===== src/rtl/tcbd_pkg.sv =====
package tcbd_pkg;

    typedef enum logic [4:0] {
        TGT_NONE        = 5'd0,
        TGT_SPRITE_REGS = 5'd1,
        TGT_SPRITE_RAM  = 5'd2,
        TGT_PALETTE     = 5'd3,
        TGT_SHARED_RAM  = 5'd4,
        TGT_MAIN_MEM    = 5'd5,
        TGT_MAIN_ROM    = 5'd6,
        TGT_ZOOM_RAM    = 5'd7,
        TGT_ZOOM_ROM    = 5'd8,
        TGT_ZOOM_CTRL   = 5'd9,
        TGT_TILE_CHIP   = 5'd10,
        TGT_SUB_ROM     = 5'd11,
        TGT_SUB_MEM     = 5'd12,
        TGT_SOUND_MEM   = 5'd13,
        TGT_PCM0        = 5'd14,
        TGT_PCM1        = 5'd15,
        TGT_FM_STATUS   = 5'd16,
        TGT_FM_SELECT   = 5'd17,
        TGT_FM_DATA     = 5'd18,
        TGT_PCM_BANK    = 5'd19,
        TGT_PCM1_VOL    = 5'd20
    } t_target;

    typedef enum logic [1:0] {
        PORT_MAIN  = 2'd0,
        PORT_SUB   = 2'd1,
        PORT_SOUND = 2'd2,
        PORT_NONE  = 2'd3
    } t_bus_port;

    localparam logic OP_READ  = 1'b0;
    localparam logic OP_WRITE = 1'b1;

    // main CPU register groups, address bits 8..6
    typedef enum logic [2:0] {
        GRP_GUN    = 3'd0,
        GRP_SIRQ   = 3'd1,
        GRP_LATCH  = 3'd2,
        GRP_BANK   = 3'd3,
        GRP_P2     = 3'd4,
        GRP_SPARE  = 3'd5,
        GRP_INPUTS = 3'd6,
        GRP_DIP_C  = 3'd7
    } t_group;

    // low two address bits inside the input group
    localparam logic [1:0] SEL_SYSTEM = 2'd0;
    localparam logic [1:0] SEL_P1     = 2'd1;
    localparam logic [1:0] SEL_DIP_A  = 2'd2;
    localparam logic [1:0] SEL_DIP_B  = 2'd3;

    localparam logic [1:0] CFG_DIP_A = 2'd0;
    localparam logic [1:0] CFG_DIP_B = 2'd1;
    localparam logic [1:0] CFG_DIP_C = 2'd2;

    localparam logic [7:0] GUN_SEED   = 8'h5a;
    localparam logic [3:0] SUB_BANKS  = 4'd9;
    localparam logic [7:0] DIP_RESET  = 8'hff;

    typedef struct packed {
        logic [1:0]  bus_port;
        logic        operation;
        logic [15:0] address;
        logic [7:0]  write_data;
        logic [7:0]  player_one_port;
        logic [7:0]  player_two_port;
        logic [7:0]  system_port;
    } t_access;

    typedef struct packed {
        logic [3:0] main_rom_bank;
        logic [3:0] sub_rom_bank;
        logic [7:0] sound_latch_byte;
        logic       sub_firq_enabled;
        logic [7:0] gun_counter;
        logic       priority_flag;
        logic       rom_read_flag;
        logic       wraparound_flag;
    } t_glue;

    typedef struct packed {
        t_target     target;
        logic [16:0] device_offset;
        logic [7:0]  read_data;
        logic [7:0]  device_write_data;
        logic        sub_fast_irq;
        logic        sound_irq;
        logic        watchdog_kick;
        logic        layer_priority;
        logic        tile_rom_read_mode;
        logic        zoom_wraparound;
    } t_result;

endpackage


===== src/rtl/tcbd_acc_if.sv =====
interface tcbd_acc_if;
    logic        valid;
    logic        ready;
    logic [1:0]  bus_port;
    logic        operation;
    logic [15:0] address;
    logic [7:0]  write_data;
    logic [7:0]  player_one_port;
    logic [7:0]  player_two_port;
    logic [7:0]  system_port;

    modport source (
        output valid, bus_port, operation, address, write_data,
               player_one_port, player_two_port, system_port,
        input  ready
    );
    modport sink (
        input  valid, bus_port, operation, address, write_data,
               player_one_port, player_two_port, system_port,
        output ready
    );
endinterface


===== src/rtl/tcbd_res_if.sv =====
interface tcbd_res_if;
    logic        valid;
    logic        ready;
    logic [4:0]  target;
    logic [16:0] device_offset;
    logic [7:0]  read_data;
    logic [7:0]  device_write_data;
    logic        sub_fast_irq;
    logic        sound_irq;
    logic        watchdog_kick;
    logic        layer_priority;
    logic        tile_rom_read_mode;
    logic        zoom_wraparound;

    modport source (
        output valid, target, device_offset, read_data, device_write_data,
               sub_fast_irq, sound_irq, watchdog_kick, layer_priority,
               tile_rom_read_mode, zoom_wraparound,
        input  ready
    );
    modport sink (
        input  valid, target, device_offset, read_data, device_write_data,
               sub_fast_irq, sound_irq, watchdog_kick, layer_priority,
               tile_rom_read_mode, zoom_wraparound,
        output ready
    );
endinterface


===== src/rtl/tcbd_in_reg.sv =====
module tcbd_in_reg
    import tcbd_pkg::*;
(
    input  logic        i_clk,
    input  logic        i_rst_n,
    input  logic        i_adv,
    tcbd_acc_if.sink    i_acc,
    output logic        o_valid,
    output t_access     o_acc
);

    logic    r_valid;
    t_access r_acc;

    assign i_acc.ready = !r_valid || i_adv;

    always_ff @(posedge i_clk) begin
        if (!i_rst_n) begin
            r_valid <= 1'b0;
        end else if (i_acc.ready) begin
            r_valid <= i_acc.valid;
        end
    end

    always_ff @(posedge i_clk) begin
        if (i_acc.valid && i_acc.ready) begin
            r_acc.bus_port        <= i_acc.bus_port;
            r_acc.operation       <= i_acc.operation;
            r_acc.address         <= i_acc.address;
            r_acc.write_data      <= i_acc.write_data;
            r_acc.player_one_port <= i_acc.player_one_port;
            r_acc.player_two_port <= i_acc.player_two_port;
            r_acc.system_port     <= i_acc.system_port;
        end
    end

    assign o_valid = r_valid;
    assign o_acc   = r_acc;

endmodule


===== src/rtl/tcbd_decode.sv =====
module tcbd_decode
    import tcbd_pkg::*;
(
    input  t_access    i_acc,
    input  t_glue      i_glue,
    input  logic [7:0] i_dip_a,
    input  logic [7:0] i_dip_b,
    input  logic [7:0] i_dip_c,
    output t_result    o_res,
    output t_glue      o_glue
);

    logic        wr;
    logic [15:0] a;
    logic [7:0]  d;
    logic [7:0]  gun_val;
    logic [3:0]  sub_bank_mod;
    logic        vol_wr;
    t_group      grp;
    t_result     res;
    t_glue       glue;

    assign wr = (i_acc.operation == OP_WRITE);
    assign a  = i_acc.address;
    assign d  = i_acc.write_data;
    assign grp = t_group'(a[8:6]);

    // counter * 17 + seed, all mod 256
    assign gun_val = i_glue.gun_counter + {i_glue.gun_counter[3:0], 4'h0} + GUN_SEED;

    assign sub_bank_mod = (i_glue.sub_rom_bank >= SUB_BANKS)
                        ? i_glue.sub_rom_bank - SUB_BANKS : i_glue.sub_rom_bank;

    always_comb begin
        res    = '0;
        res.target = TGT_NONE;
        glue   = i_glue;
        vol_wr = 1'b0;

        unique case (t_bus_port'(i_acc.bus_port))
            PORT_MAIN: begin
                if (a <= 16'h01c0) begin
                    if (!wr) begin
                        unique case (grp)
                            GRP_GUN: begin
                                res.read_data    = gun_val;
                                glue.gun_counter = i_glue.gun_counter + 8'd1;
                            end
                            GRP_P2:  res.read_data = i_acc.player_two_port;
                            GRP_INPUTS: begin
                                unique case (a[1:0])
                                    SEL_SYSTEM: res.read_data = i_acc.system_port;
                                    SEL_P1:     res.read_data = i_acc.player_one_port;
                                    SEL_DIP_A:  res.read_data = i_dip_a;
                                    SEL_DIP_B:  res.read_data = i_dip_b;
                                    default:    res.read_data = i_dip_b;
                                endcase
                            end
                            GRP_DIP_C: res.read_data = i_dip_c;
                            default:   res.read_data = 8'hff;
                        endcase
                    end else begin
                        unique case (grp)
                            GRP_GUN: begin
                                if (a == 16'h0000) begin
                                    res.sub_fast_irq = i_glue.sub_firq_enabled;
                                end else begin
                                    res.watchdog_kick = 1'b1;
                                end
                            end
                            GRP_SIRQ:  res.sound_irq = 1'b1;
                            GRP_LATCH: glue.sound_latch_byte = d;
                            GRP_BANK: begin
                                glue.main_rom_bank = {1'b0, ~d[7], 2'b00} + {1'b0, d[2:0]};
                                glue.priority_flag = d[3];
                            end
                            default: ;
                        endcase
                    end
                end else if (a >= 16'h0800 && a <= 16'h0807) begin
                    res.target        = TGT_SPRITE_REGS;
                    res.device_offset = {14'd0, a[2:0]};
                end else if (a >= 16'h0c00 && a <= 16'h0fff) begin
                    res.target        = TGT_SPRITE_RAM;
                    res.device_offset = {7'd0, a[9:0]};
                end else if (a >= 16'h1000 && a <= 16'h1fff) begin
                    res.target        = TGT_PALETTE;
                    res.device_offset = {5'd0, a[11:0]};
                end else if (a >= 16'h2000 && a <= 16'h3fff) begin
                    res.target        = TGT_SHARED_RAM;
                    res.device_offset = {4'd0, a[12:0]};
                end else if (a >= 16'h4000 && a <= 16'h5fff) begin
                    res.target        = TGT_MAIN_MEM;
                    res.device_offset = {1'b0, a};
                end else if (wr) begin
                    // drop writes to ROM and unmapped space
                end else if (a >= 16'h6000 && a <= 16'h7fff) begin
                    res.target        = TGT_MAIN_ROM;
                    res.device_offset = {i_glue.main_rom_bank, a[12:0]};
                end else begin
                    res.target        = TGT_MAIN_MEM;
                    res.device_offset = {1'b0, a};
                end
            end

            PORT_SUB: begin
                if (a <= 16'h07ff) begin
                    res.target        = TGT_ZOOM_RAM;
                    res.device_offset = {1'b0, a};
                end else if (a >= 16'h2000 && a <= 16'h3fff) begin
                    res.target        = TGT_SHARED_RAM;
                    res.device_offset = {4'd0, a[12:0]};
                end else if (a >= 16'h4000 && a <= 16'h7fff) begin
                    res.target        = TGT_TILE_CHIP;
                    res.device_offset = {3'd0, a[13:0]};
                end else if (wr) begin
                    if (a >= 16'h0800 && a <= 16'h080f) begin
                        res.target        = TGT_ZOOM_CTRL;
                        res.device_offset = {13'd0, a[3:0]};
                    end else if (a == 16'h1800) begin
                        glue.rom_read_flag    = d[6];
                        glue.wraparound_flag  = d[5];
                        glue.sub_firq_enabled = d[4];
                        glue.sub_rom_bank     = d[3:0];
                    end
                end else if (a >= 16'h1000 && a <= 16'h17ff) begin
                    res.target        = TGT_ZOOM_ROM;
                    res.device_offset = {6'd0, a[10:0]};
                end else if (a >= 16'h8000 && a <= 16'h9fff) begin
                    res.target        = TGT_SUB_ROM;
                    res.device_offset = {sub_bank_mod, a[12:0]};
                end else begin
                    res.target        = TGT_SUB_MEM;
                    res.device_offset = {1'b0, a};
                end
            end

            PORT_SOUND: begin
                if (a >= 16'ha000 && a <= 16'ha00d) begin
                    res.target        = TGT_PCM0;
                    res.device_offset = {13'd0, a[3:0]};
                end else if (a >= 16'hb000 && a <= 16'hb00d) begin
                    res.target        = TGT_PCM1;
                    res.device_offset = {13'd0, a[3:0]};
                end else if (!wr) begin
                    if (a <= 16'h87ff) begin
                        res.target        = TGT_SOUND_MEM;
                        res.device_offset = {1'b0, a};
                    end else if (a == 16'hc001) begin
                        res.target = TGT_FM_STATUS;
                    end else if (a == 16'he000) begin
                        res.read_data = i_glue.sound_latch_byte;
                    end
                end else if (a >= 16'h8000 && a <= 16'h87ff) begin
                    res.target        = TGT_SOUND_MEM;
                    res.device_offset = {1'b0, a};
                end else if (a == 16'h9000) begin
                    res.target = TGT_PCM_BANK;
                end else if (a == 16'hb80c) begin
                    res.target = TGT_PCM1_VOL;
                    vol_wr     = 1'b1;
                end else if (a == 16'hc000) begin
                    res.target = TGT_FM_SELECT;
                end else if (a == 16'hc001) begin
                    res.target = TGT_FM_DATA;
                end
            end

            default: ;
        endcase

        if (!wr || res.target == TGT_NONE) begin
            res.device_write_data = 8'h00;
        end else if (vol_wr) begin
            res.device_write_data = {1'b0, d[3:0], 3'b000};
        end else begin
            res.device_write_data = d;
        end
        if (wr || res.target != TGT_NONE) begin
            res.read_data = 8'h00;
        end

        res.layer_priority     = glue.priority_flag;
        res.tile_rom_read_mode = glue.rom_read_flag;
        res.zoom_wraparound    = glue.wraparound_flag;
    end

    assign o_res  = res;
    assign o_glue = glue;

endmodule


===== src/rtl/three_cpu_bus_decoder.sv =====
// Bus decoder and glue registers for a three-CPU board (main, sub, sound).
//
// i_acc carries one bus transaction: issuing CPU, read/write, address, write
// byte and the live joystick and system ports. o_res returns one result per
// transaction: target device code, offset inside the device (banked ROM
// offsets composed here), local read data, the byte passed to the device,
// interrupt and watchdog pulses, and the priority, tile ROM-read and zoom
// wraparound levels after the transaction.
// The DIP switch bytes are written through i_cfg_we / i_cfg_idx / i_cfg_data;
// the user must do so only while no transaction is in flight; the block does not enforce this.
//
// o_res.valid rises once an accepted transaction has passed one input register,
// one decode pass and one result register. Throughput is one transaction per
// cycle while the receiver does not stall; the bank, latch and flag registers
// update in the same decode pass.
// Reset clears all glue registers to zero, the DIP bytes to 0xff and both
// stages to empty. When the receiver stalls, the result register holds and
// the input register takes one more transaction only if it is empty; once it
// holds one, i_acc.ready drops.
module three_cpu_bus_decoder
    import tcbd_pkg::*;
(
    input  logic        i_clk,
    input  logic        i_rst_n,
    input  logic        i_cfg_we,
    input  logic [1:0]  i_cfg_idx,
    input  logic [7:0]  i_cfg_data,
    tcbd_acc_if.sink    i_acc,
    tcbd_res_if.source  o_res
);

    logic       adv;
    logic       in_valid;
    t_access    in_acc;
    t_result    dec_res;
    t_glue      n_glue;
    t_glue      r_glue;
    t_result    r_res;
    logic       r_res_valid;
    logic [7:0] r_dip_a;
    logic [7:0] r_dip_b;
    logic [7:0] r_dip_c;

    assign adv = !r_res_valid || o_res.ready;

    tcbd_in_reg u_in_reg (
        .i_clk   (i_clk),
        .i_rst_n (i_rst_n),
        .i_adv   (adv),
        .i_acc   (i_acc),
        .o_valid (in_valid),
        .o_acc   (in_acc)
    );

    tcbd_decode u_decode (
        .i_acc   (in_acc),
        .i_glue  (r_glue),
        .i_dip_a (r_dip_a),
        .i_dip_b (r_dip_b),
        .i_dip_c (r_dip_c),
        .o_res   (dec_res),
        .o_glue  (n_glue)
    );

    always_ff @(posedge i_clk) begin
        if (!i_rst_n) begin
            r_dip_a <= DIP_RESET;
            r_dip_b <= DIP_RESET;
            r_dip_c <= DIP_RESET;
        end else if (i_cfg_we) begin
            unique case (i_cfg_idx)
                CFG_DIP_A: r_dip_a <= i_cfg_data;
                CFG_DIP_B: r_dip_b <= i_cfg_data;
                CFG_DIP_C: r_dip_c <= i_cfg_data;
                default: ;
            endcase
        end
    end

    // commit glue state only when the transaction moves into the result register
    always_ff @(posedge i_clk) begin
        if (!i_rst_n) begin
            r_glue      <= '0;
            r_res_valid <= 1'b0;
        end else if (adv) begin
            r_res_valid <= in_valid;
            if (in_valid) begin
                r_glue <= n_glue;
            end
        end
    end

    always_ff @(posedge i_clk) begin
        if (adv && in_valid) begin
            r_res <= dec_res;
        end
    end

    assign o_res.valid              = r_res_valid;
    assign o_res.target             = r_res.target;
    assign o_res.device_offset      = r_res.device_offset;
    assign o_res.read_data          = r_res.read_data;
    assign o_res.device_write_data  = r_res.device_write_data;
    assign o_res.sub_fast_irq       = r_res.sub_fast_irq;
    assign o_res.sound_irq          = r_res.sound_irq;
    assign o_res.watchdog_kick      = r_res.watchdog_kick;
    assign o_res.layer_priority     = r_res.layer_priority;
    assign o_res.tile_rom_read_mode = r_res.tile_rom_read_mode;
    assign o_res.zoom_wraparound    = r_res.zoom_wraparound;

    a_pulse_excl: assert property (@(posedge i_clk) disable iff (!i_rst_n)
        r_res_valid |-> $onehot0({r_res.sub_fast_irq, r_res.sound_irq, r_res.watchdog_kick}))
        else $error("more than one pulse on one transaction");

    a_rd_local: assert property (@(posedge i_clk) disable iff (!i_rst_n)
        (r_res_valid && r_res.target != TGT_NONE) |-> (r_res.read_data == 8'h00))
        else $error("read data on a device transaction");

    a_wd_none: assert property (@(posedge i_clk) disable iff (!i_rst_n)
        (r_res_valid && r_res.target == TGT_NONE) |-> (r_res.device_write_data == 8'h00))
        else $error("write data with no target");

    a_main_bank: assert property (@(posedge i_clk) disable iff (!i_rst_n)
        r_glue.main_rom_bank <= 4'd11)
        else $error("main ROM bank out of range");

    a_sub_window: assert property (@(posedge i_clk) disable iff (!i_rst_n)
        (r_res_valid && r_res.target == TGT_SUB_ROM) |-> (r_res.device_offset[16:13] < SUB_BANKS))
        else $error("sub ROM window beyond last bank");

endmodule


===== src/flat_wrapper.sv =====
// flat-port wrapper written by rule: the top's interface ports become plain ports
module three_cpu_bus_decoder_flat import tcbd_pkg::*;
  (i_clk, i_rst_n, i_cfg_we, i_cfg_idx, i_cfg_data, i_acc_valid, i_acc_bus_port, i_acc_operation, i_acc_address, i_acc_write_data, i_acc_player_one_port, i_acc_player_two_port, i_acc_system_port, i_acc_ready, o_res_valid, o_res_target, o_res_device_offset, o_res_read_data, o_res_device_write_data, o_res_sub_fast_irq, o_res_sound_irq, o_res_watchdog_kick, o_res_layer_priority, o_res_tile_rom_read_mode, o_res_zoom_wraparound, o_res_ready);
  tcbd_acc_if i_acc_i ();
  tcbd_res_if o_res_i ();
  input  logic i_clk;
  input  logic i_rst_n;
  input  logic i_cfg_we;
  input  logic [1:0] i_cfg_idx;
  input  logic [7:0] i_cfg_data;
  input wire logic [$bits(i_acc_i.valid)-1:0] i_acc_valid;
  input wire logic [$bits(i_acc_i.bus_port)-1:0] i_acc_bus_port;
  input wire logic [$bits(i_acc_i.operation)-1:0] i_acc_operation;
  input wire logic [$bits(i_acc_i.address)-1:0] i_acc_address;
  input wire logic [$bits(i_acc_i.write_data)-1:0] i_acc_write_data;
  input wire logic [$bits(i_acc_i.player_one_port)-1:0] i_acc_player_one_port;
  input wire logic [$bits(i_acc_i.player_two_port)-1:0] i_acc_player_two_port;
  input wire logic [$bits(i_acc_i.system_port)-1:0] i_acc_system_port;
  output wire logic [$bits(i_acc_i.ready)-1:0] i_acc_ready;
  output wire logic [$bits(o_res_i.valid)-1:0] o_res_valid;
  output wire logic [$bits(o_res_i.target)-1:0] o_res_target;
  output wire logic [$bits(o_res_i.device_offset)-1:0] o_res_device_offset;
  output wire logic [$bits(o_res_i.read_data)-1:0] o_res_read_data;
  output wire logic [$bits(o_res_i.device_write_data)-1:0] o_res_device_write_data;
  output wire logic [$bits(o_res_i.sub_fast_irq)-1:0] o_res_sub_fast_irq;
  output wire logic [$bits(o_res_i.sound_irq)-1:0] o_res_sound_irq;
  output wire logic [$bits(o_res_i.watchdog_kick)-1:0] o_res_watchdog_kick;
  output wire logic [$bits(o_res_i.layer_priority)-1:0] o_res_layer_priority;
  output wire logic [$bits(o_res_i.tile_rom_read_mode)-1:0] o_res_tile_rom_read_mode;
  output wire logic [$bits(o_res_i.zoom_wraparound)-1:0] o_res_zoom_wraparound;
  input wire logic [$bits(o_res_i.ready)-1:0] o_res_ready;
  assign i_acc_i.valid = i_acc_valid;
  assign i_acc_i.bus_port = i_acc_bus_port;
  assign i_acc_i.operation = i_acc_operation;
  assign i_acc_i.address = i_acc_address;
  assign i_acc_i.write_data = i_acc_write_data;
  assign i_acc_i.player_one_port = i_acc_player_one_port;
  assign i_acc_i.player_two_port = i_acc_player_two_port;
  assign i_acc_i.system_port = i_acc_system_port;
  assign i_acc_ready = i_acc_i.ready;
  assign o_res_valid = o_res_i.valid;
  assign o_res_target = o_res_i.target;
  assign o_res_device_offset = o_res_i.device_offset;
  assign o_res_read_data = o_res_i.read_data;
  assign o_res_device_write_data = o_res_i.device_write_data;
  assign o_res_sub_fast_irq = o_res_i.sub_fast_irq;
  assign o_res_sound_irq = o_res_i.sound_irq;
  assign o_res_watchdog_kick = o_res_i.watchdog_kick;
  assign o_res_layer_priority = o_res_i.layer_priority;
  assign o_res_tile_rom_read_mode = o_res_i.tile_rom_read_mode;
  assign o_res_zoom_wraparound = o_res_i.zoom_wraparound;
  assign o_res_i.ready = o_res_ready;
  three_cpu_bus_decoder u_core (.i_clk(i_clk), .i_rst_n(i_rst_n), .i_cfg_we(i_cfg_we), .i_cfg_idx(i_cfg_idx), .i_cfg_data(i_cfg_data), .i_acc(i_acc_i), .o_res(o_res_i));
endmodule

===== config.mk =====
export PLATFORM = sky130hd
export DESIGN_NAME = three_cpu_bus_decoder_flat
export DESIGN_NICKNAME = d
export VERILOG_FILES = /design/src/rtl/tcbd_pkg.sv /design/src/rtl/tcbd_acc_if.sv /design/src/rtl/tcbd_res_if.sv /design/src/rtl/tcbd_in_reg.sv /design/src/rtl/tcbd_decode.sv /design/src/rtl/three_cpu_bus_decoder.sv /design/src/flat_wrapper.sv
export SDC_FILE = /design/constraint.sdc
export NUM_CORES = 1
export LEC_CHECK = 0
export ABC_AREA = 0
export BUFFER_PORTS_ARGS = -buffer_cell sky130_fd_sc_hd__buf_4
export CAP_MARGIN = 20
export CELL_PAD_IN_SITES_DETAIL_PLACEMENT = 1
export CELL_PAD_IN_SITES_GLOBAL_PLACEMENT = 1
export CORE_ASPECT_RATIO = 0.7
export CORE_UTILIZATION = 45
export CTS_BUF_LIST = sky130_fd_sc_hd__clkbuf_16
export CTS_CLUSTER_DIAMETER = 100
export CTS_CLUSTER_SIZE = 30
export DETAILED_ROUTE_END_ITERATION = 16
export GPL_ROUTABILITY_DRIVEN = 0
export PLACE_DENSITY = 0.85
export SYNTH_ARGS = -nofsm -noshare
export SYNTH_HDL_FRONTEND = slang
export SYNTH_HIERARCHICAL = 1
export SYNTH_SLANG_ARGS = --single-unit

===== constraint.sdc =====
create_clock -name i_clk -period 3.2 [get_ports i_clk]
set_clock_uncertainty 0.2 [all_clocks]
set_input_delay 0.32 -clock i_clk [delete_from_list [all_inputs] [get_ports i_clk]]
set_output_delay 0.32 -clock i_clk [all_outputs]
set_load 0.02 [all_outputs]

After elaboration in Yosys (flattened, before gate mapping)
Cells that the tools add are included.

word-level totals
  register bits = 149
  input port bits = 66
  output and inout bits = 46
  logic and storage cells = 187

cells by class
  add/sub/neg operators = 5
  order comparisons = 24
  equal/unequal tests = 19
  multiplexer cells = 61
  bitwise logic cells = 6
  reductions and logical operators = 41

operator list
  cell                    number
  $mux W22                15
  $eq A16 B16 Y1 const B  5
  $pmux W22 S3            1
  $le A16 B16 Y1 const B  4
  $mux W8                 8
  $pmux W8 S4             2
  $ge A16 B16 Y1 const B  3
  $le A16 B12 Y1 const B  3
  $mux W5                 7
  $ge A16 B12 Y1 const B  2
  $ge A16 B15 Y1 const B  2
  $le A16 B13 Y1 const B  2
  $le A16 B15 Y1 const B  2
  $mux W16                2
  $mux W21                1
  $mux W20                1
  $mux W19                1
  $reduce_and A6 Y1       3
  $eq A16 B13 Y1 const B  1
  $ge A16 B13 Y1 const B  1
  $ge A16 B14 Y1 const B  1
  $le A16 B11 Y1 const B  1
  $le A16 B14 Y1 const B  1
  $le A16 B9 Y1 const B   1
  other kinds (31)        86

Logic depth before layout (Yosys ltp)
  word-level depth = 14
  mapped depth = 11
  gate-level depth less buffers = 10

Hierarchy
The synthesis kept the hierarchy.

by module, submodules not included
  module                 times used  cells an instance  area each (um^2)  sequential area each (um^2)
  three_cpu_bus_decoder  1           278                3339.5            2382.3
  tcbd_decode            1           388                2732.6            0.0
  tcbd_in_reg            1           56                 1589.0            1551.5

Least setup slack after synthesis
No wires, ideal clock.

  path type = register to register
  start point = reg u_core.u_in_reg.r_acc, in the netlist u_core/u_in_reg/o_acc[42]
  end point = reg u_core.r_res, in the netlist u_core/o_res.tile_rom_read_mode (data pin)
  arrival = 2.192 ns
  data required time = 2.749 ns
  slack = 0.557 ns
  stages on the path, launching flop included = 8
  path buffers = 1
  path through = edfxtp_1 > or4b_1 > nor3_1 > nor2b_1 > o21a_1 > nand3_1 > mux2_2 > buf_4

RTL lines
  element               line                         source
  from (decl)           tcbd_in_reg.sv:13            t_access r_acc;
  to (signal assigned)  three_cpu_bus_decoder.sv:95  r_res <= dec_res;
  to (decl)             three_cpu_bus_decoder.sv:38  t_result r_res;

==> impl_metrics.py <==
metrics = {
    "status": {
        "outcome": "finished clean",
    },
    "cells_and_area": {
        "layout_common_cells": "nand2_1, buf_4, edfxtp_1",
        "diodes": 0,
        "drive_gt1_share_pct": 25.3,
        "instances_no_fill": 1129,
        "nNetsFinal": 971,
        "syn2layout_area_growth_pct": 29.6,
        "final_common_cell": "nand2_1",
    },
    "global_routing": {
        "grt_pass1_wl_mm": 38.2,
        "antenna_found_initial": 0,
        "overflow": 0,
        "track_usage_pct": 28.9,
        "grt_pass1_vias": 6801,
        "grt_max_degree": 83,
    },
    "cts": {
        "cts.sink_count": 149,
        "cts-root-buf": "clkbuf_16",
        "numCtsBuffers": 17,
        "tritoncts": "done",
        "cts_max_path_buffers": 2,
        "cts.htree.levels": 4,
        "clk_pin_slew_ns": 0.06,
        "clock_latency_ns": 0.44,
    },
    "routing": {
        "viasPerCell": 5.73,
        "num_vias": 6473,
        "drc_errors": 0,
        "wl_per_cell_um": 21.5,
        "first_iter_violations": 617,
        "ant_nets": 0,
        "first_pass_iters": 5,
        "drt_wl_total_mm": 24.3,
    },
    "worst_setup_path": {
        "worstPathCellList": "buf_4, nor3b_1, o21bai_1, a21oi_1, a41oi_1, o211ai_4, nor4_4, buf_4, nor3_1",
        "cp-end-kind": "register",
        "reg2reg_slack_ns": 0.11,
        "r2r-start": "u_core/u_in_reg/o_acc[47]",
        "reg2reg_depth": 9,
        "cp-start-kind": "register",
        "path_common_cell": "buf_4",
        "crit_required_ns": 3.23,
        "max_stage_delay_ns": 0.71,
        "setup.worst_path.class": "register to register",
        "rr_endpoint": "u_core/o_res.device_write_data[5]",
        "worstPathMaxFanout": 13,
        "slowest_stage": "edfxtp_1",
        "cp_data_arrival_time_ns": 3.12,
    },
    "yosys": {
        "synth_fa_ha_area_share_pct": 2.29,
        "syn_area_um2": 7660,
        "syn_inst": 722,
        "yosysSeqAreaShare_pct": 51.3,
        "async_reset_ff_share_pct": 0,
        "synth_compound_area_share_pct": 10.1,
        "synth_ff_type": "edfxtp_1",
        "synth-seq-cells": 149,
        "synth.area.mux_share_pct": 9.77,
        "ys_warn_count": 6,
        "synth_edf_count": 95,
        "yosysUniqueCellTypes": 79,
        "avgSynthCellArea_um2": 10.6,
        "synth_nets": 802,
        "synth_xor_area_share_pct": 1.71,
        "synth_top_family_by_area": "simple AND/OR/NAND/NOR gates",
        "yosys.area_share.simple_pct": 20.6,
    },
    "power_and_ir_drop": {
        "p_leak_nw": 3.86,
        "ir_drop_mv": 0.266,
        "p_per_area_nw_per_um2": 492,
    },
    "floorplan": {
        "rows": 39,
        "dieArea_um2": 17600,
        "die_height_um": 111,
        "io_pins": 112,
        "die_w_um": 158,
        "core_um2": 16500,
        "initial_utilization_pct": 46.4,
    },
    "min_path": {
        "hp-class": "input port to register",
        "min_from": "o_res_ready",
        "min_to": "u_core/o_res.valid",
        "whs_path_depth": 3,
    },
    "sta": {
        "rsz0062_at_grt": "no",
        "finalSetupViolCount": 0,
        "worst_pin_slew_ns": 0.824,
        "slew_headroom_pct": 44.8,
        "fmax_mhz": 324,
        "timing.hold.ws_ns": 0.0192,
        "finalHoldViolCount": 0,
        "period_share_pct": 96.6,
        "finalMaxSlewViolations": 0,
        "setup_tns_ns": 0,
        "period_minus_slack_ns": 3.09,
    },
    "run": {
        "cap_violations": 0,
    },
    "place": {
        "dpl.hpwl_mm": 15.6,
        "dpl.cell_count": 1034,
        "numPortBuffers": 111,
    },
}
## worst max path at each step
stage	cells after the start	start	to
after floorplan	7	u_core/u_in_reg/o_acc[42]	u_core/o_res.tile_rom_read_mode
after detailed placement	7	u_core/u_in_reg/o_acc[43]	u_core/o_res.device_write_data[5]
after global routing	8	u_core/u_in_reg/o_acc[42]	u_core/r_glue[21]
after CTS	7	u_core/u_in_reg/o_acc[43]	u_core/o_res.device_write_data[5]
after global placement	8	u_core/u_in_reg/o_acc[44]	u_core/o_res.device_write_data[0]
final	9	u_core/u_in_reg/o_acc[47]	u_core/o_res.device_write_data[5]
## cell usage after synthesis (all sizes together), types with 8 or more instances
master  number  area share (%)
nand3       38             2.5
nor2        30             1.6
a21oi       29             1.9
nand2      144             7.1
o21ai       27             1.9
dfxtp       54              14
nor3        21             1.4
nor4         8             1.6
edfxtp      95              37
nand2b       8            0.85
inv         24             1.2
mux4         8             2.4
buf         21             1.9
mux2i       32             4.2
xnor2       14             1.6
ha          14             2.3
clkbuf      21             1.1
and2        11            0.96
mux2        22             3.2
## sequential cells by signal, summed over array words and instances, names as in the netlist, 5 cells and up
name	count
u_core/r_dip_c	8
u_core/o_res.device_write_data	8
u_core/r_dip_b	8
u_core/r_dip_a	8
u_core/o_res.read_data	8
u_core/r_glue	28
u_core/u_in_reg/o_acc	51
u_core/o_res.device_offset	17
u_core/o_res.target	5
## what timing repair did
item / CTS / global route
hold buffers: 60 / 0
hold endpoints to repair: 76 / 0
setup endpoints to repair: 0 / 12
resized for setup: 0 / 3
setup buffers: 0 / 3
## per-stage QoR
| stage | area, um2 | setup slack [ns] | power, mW | utilization [%] |
|---|---|---|---|---|
| floorplan | 7660 | 0.557 | 2.53 | - |
| global placement | 8690 | 0.298 | 2.73 | 52.7 |
| detailed placement | 8690 | 0.118 | 2.75 | 52.7 |
| CTS | 9900 | 0.0839 | 4.89 | 60.0 |
| global route | 9930 | 0.0343 | 5.03 | 60.2 |
| finish | 9930 | 0.110 | 4.88 | 60.2 |
## routing by layer
layer,wire [um],track usage (%),vias to the layer above
li1,-,-,2959
met1,10600,39.6,3180
met2,11500,46.3,300
met3,1840,6.65,34
met4,374,6.73,0
met5,0,0,-
## power by group
part,total (mW),switching [mW],internal [mW]
Clock,2.08,0.846,1.23
Sequential,2.21,0.0690,2.14
Combinational,0.594,0.328,0.266
Total,4.88,1.24,3.64
## layout make-up
type	instances	area, um2
Inverter	24	90.1
Tap cell	225	282
Clock inverter	15	175
Multi-Input combinational cell	507	3420
Timing Repair Buffer	192	1600
Clock buffer	17	425
Sequential cell	149	3930
Fill cell	1794	6560
## worst max-delay path, delay by kind of cell (launching register included)
kind	cells	cell delay [ns]
DFF	1	0.71
buffers and inverters	2	0.49
AOI/OAI and AO/OA	4	0.70
and+or+nand+nor	3	0.77
## kinds of logic after synthesis
group                    Yosys count
AO/OA/AOI/OAI                    111
XOR/XNOR                          15
adder cells (fa/ha/maj)           14
buffers and inverters             66
flip-flops                       149
multiplexers                      62
AND/OR/NAND/NOR                  305
(Power assumes the default switching activity.)
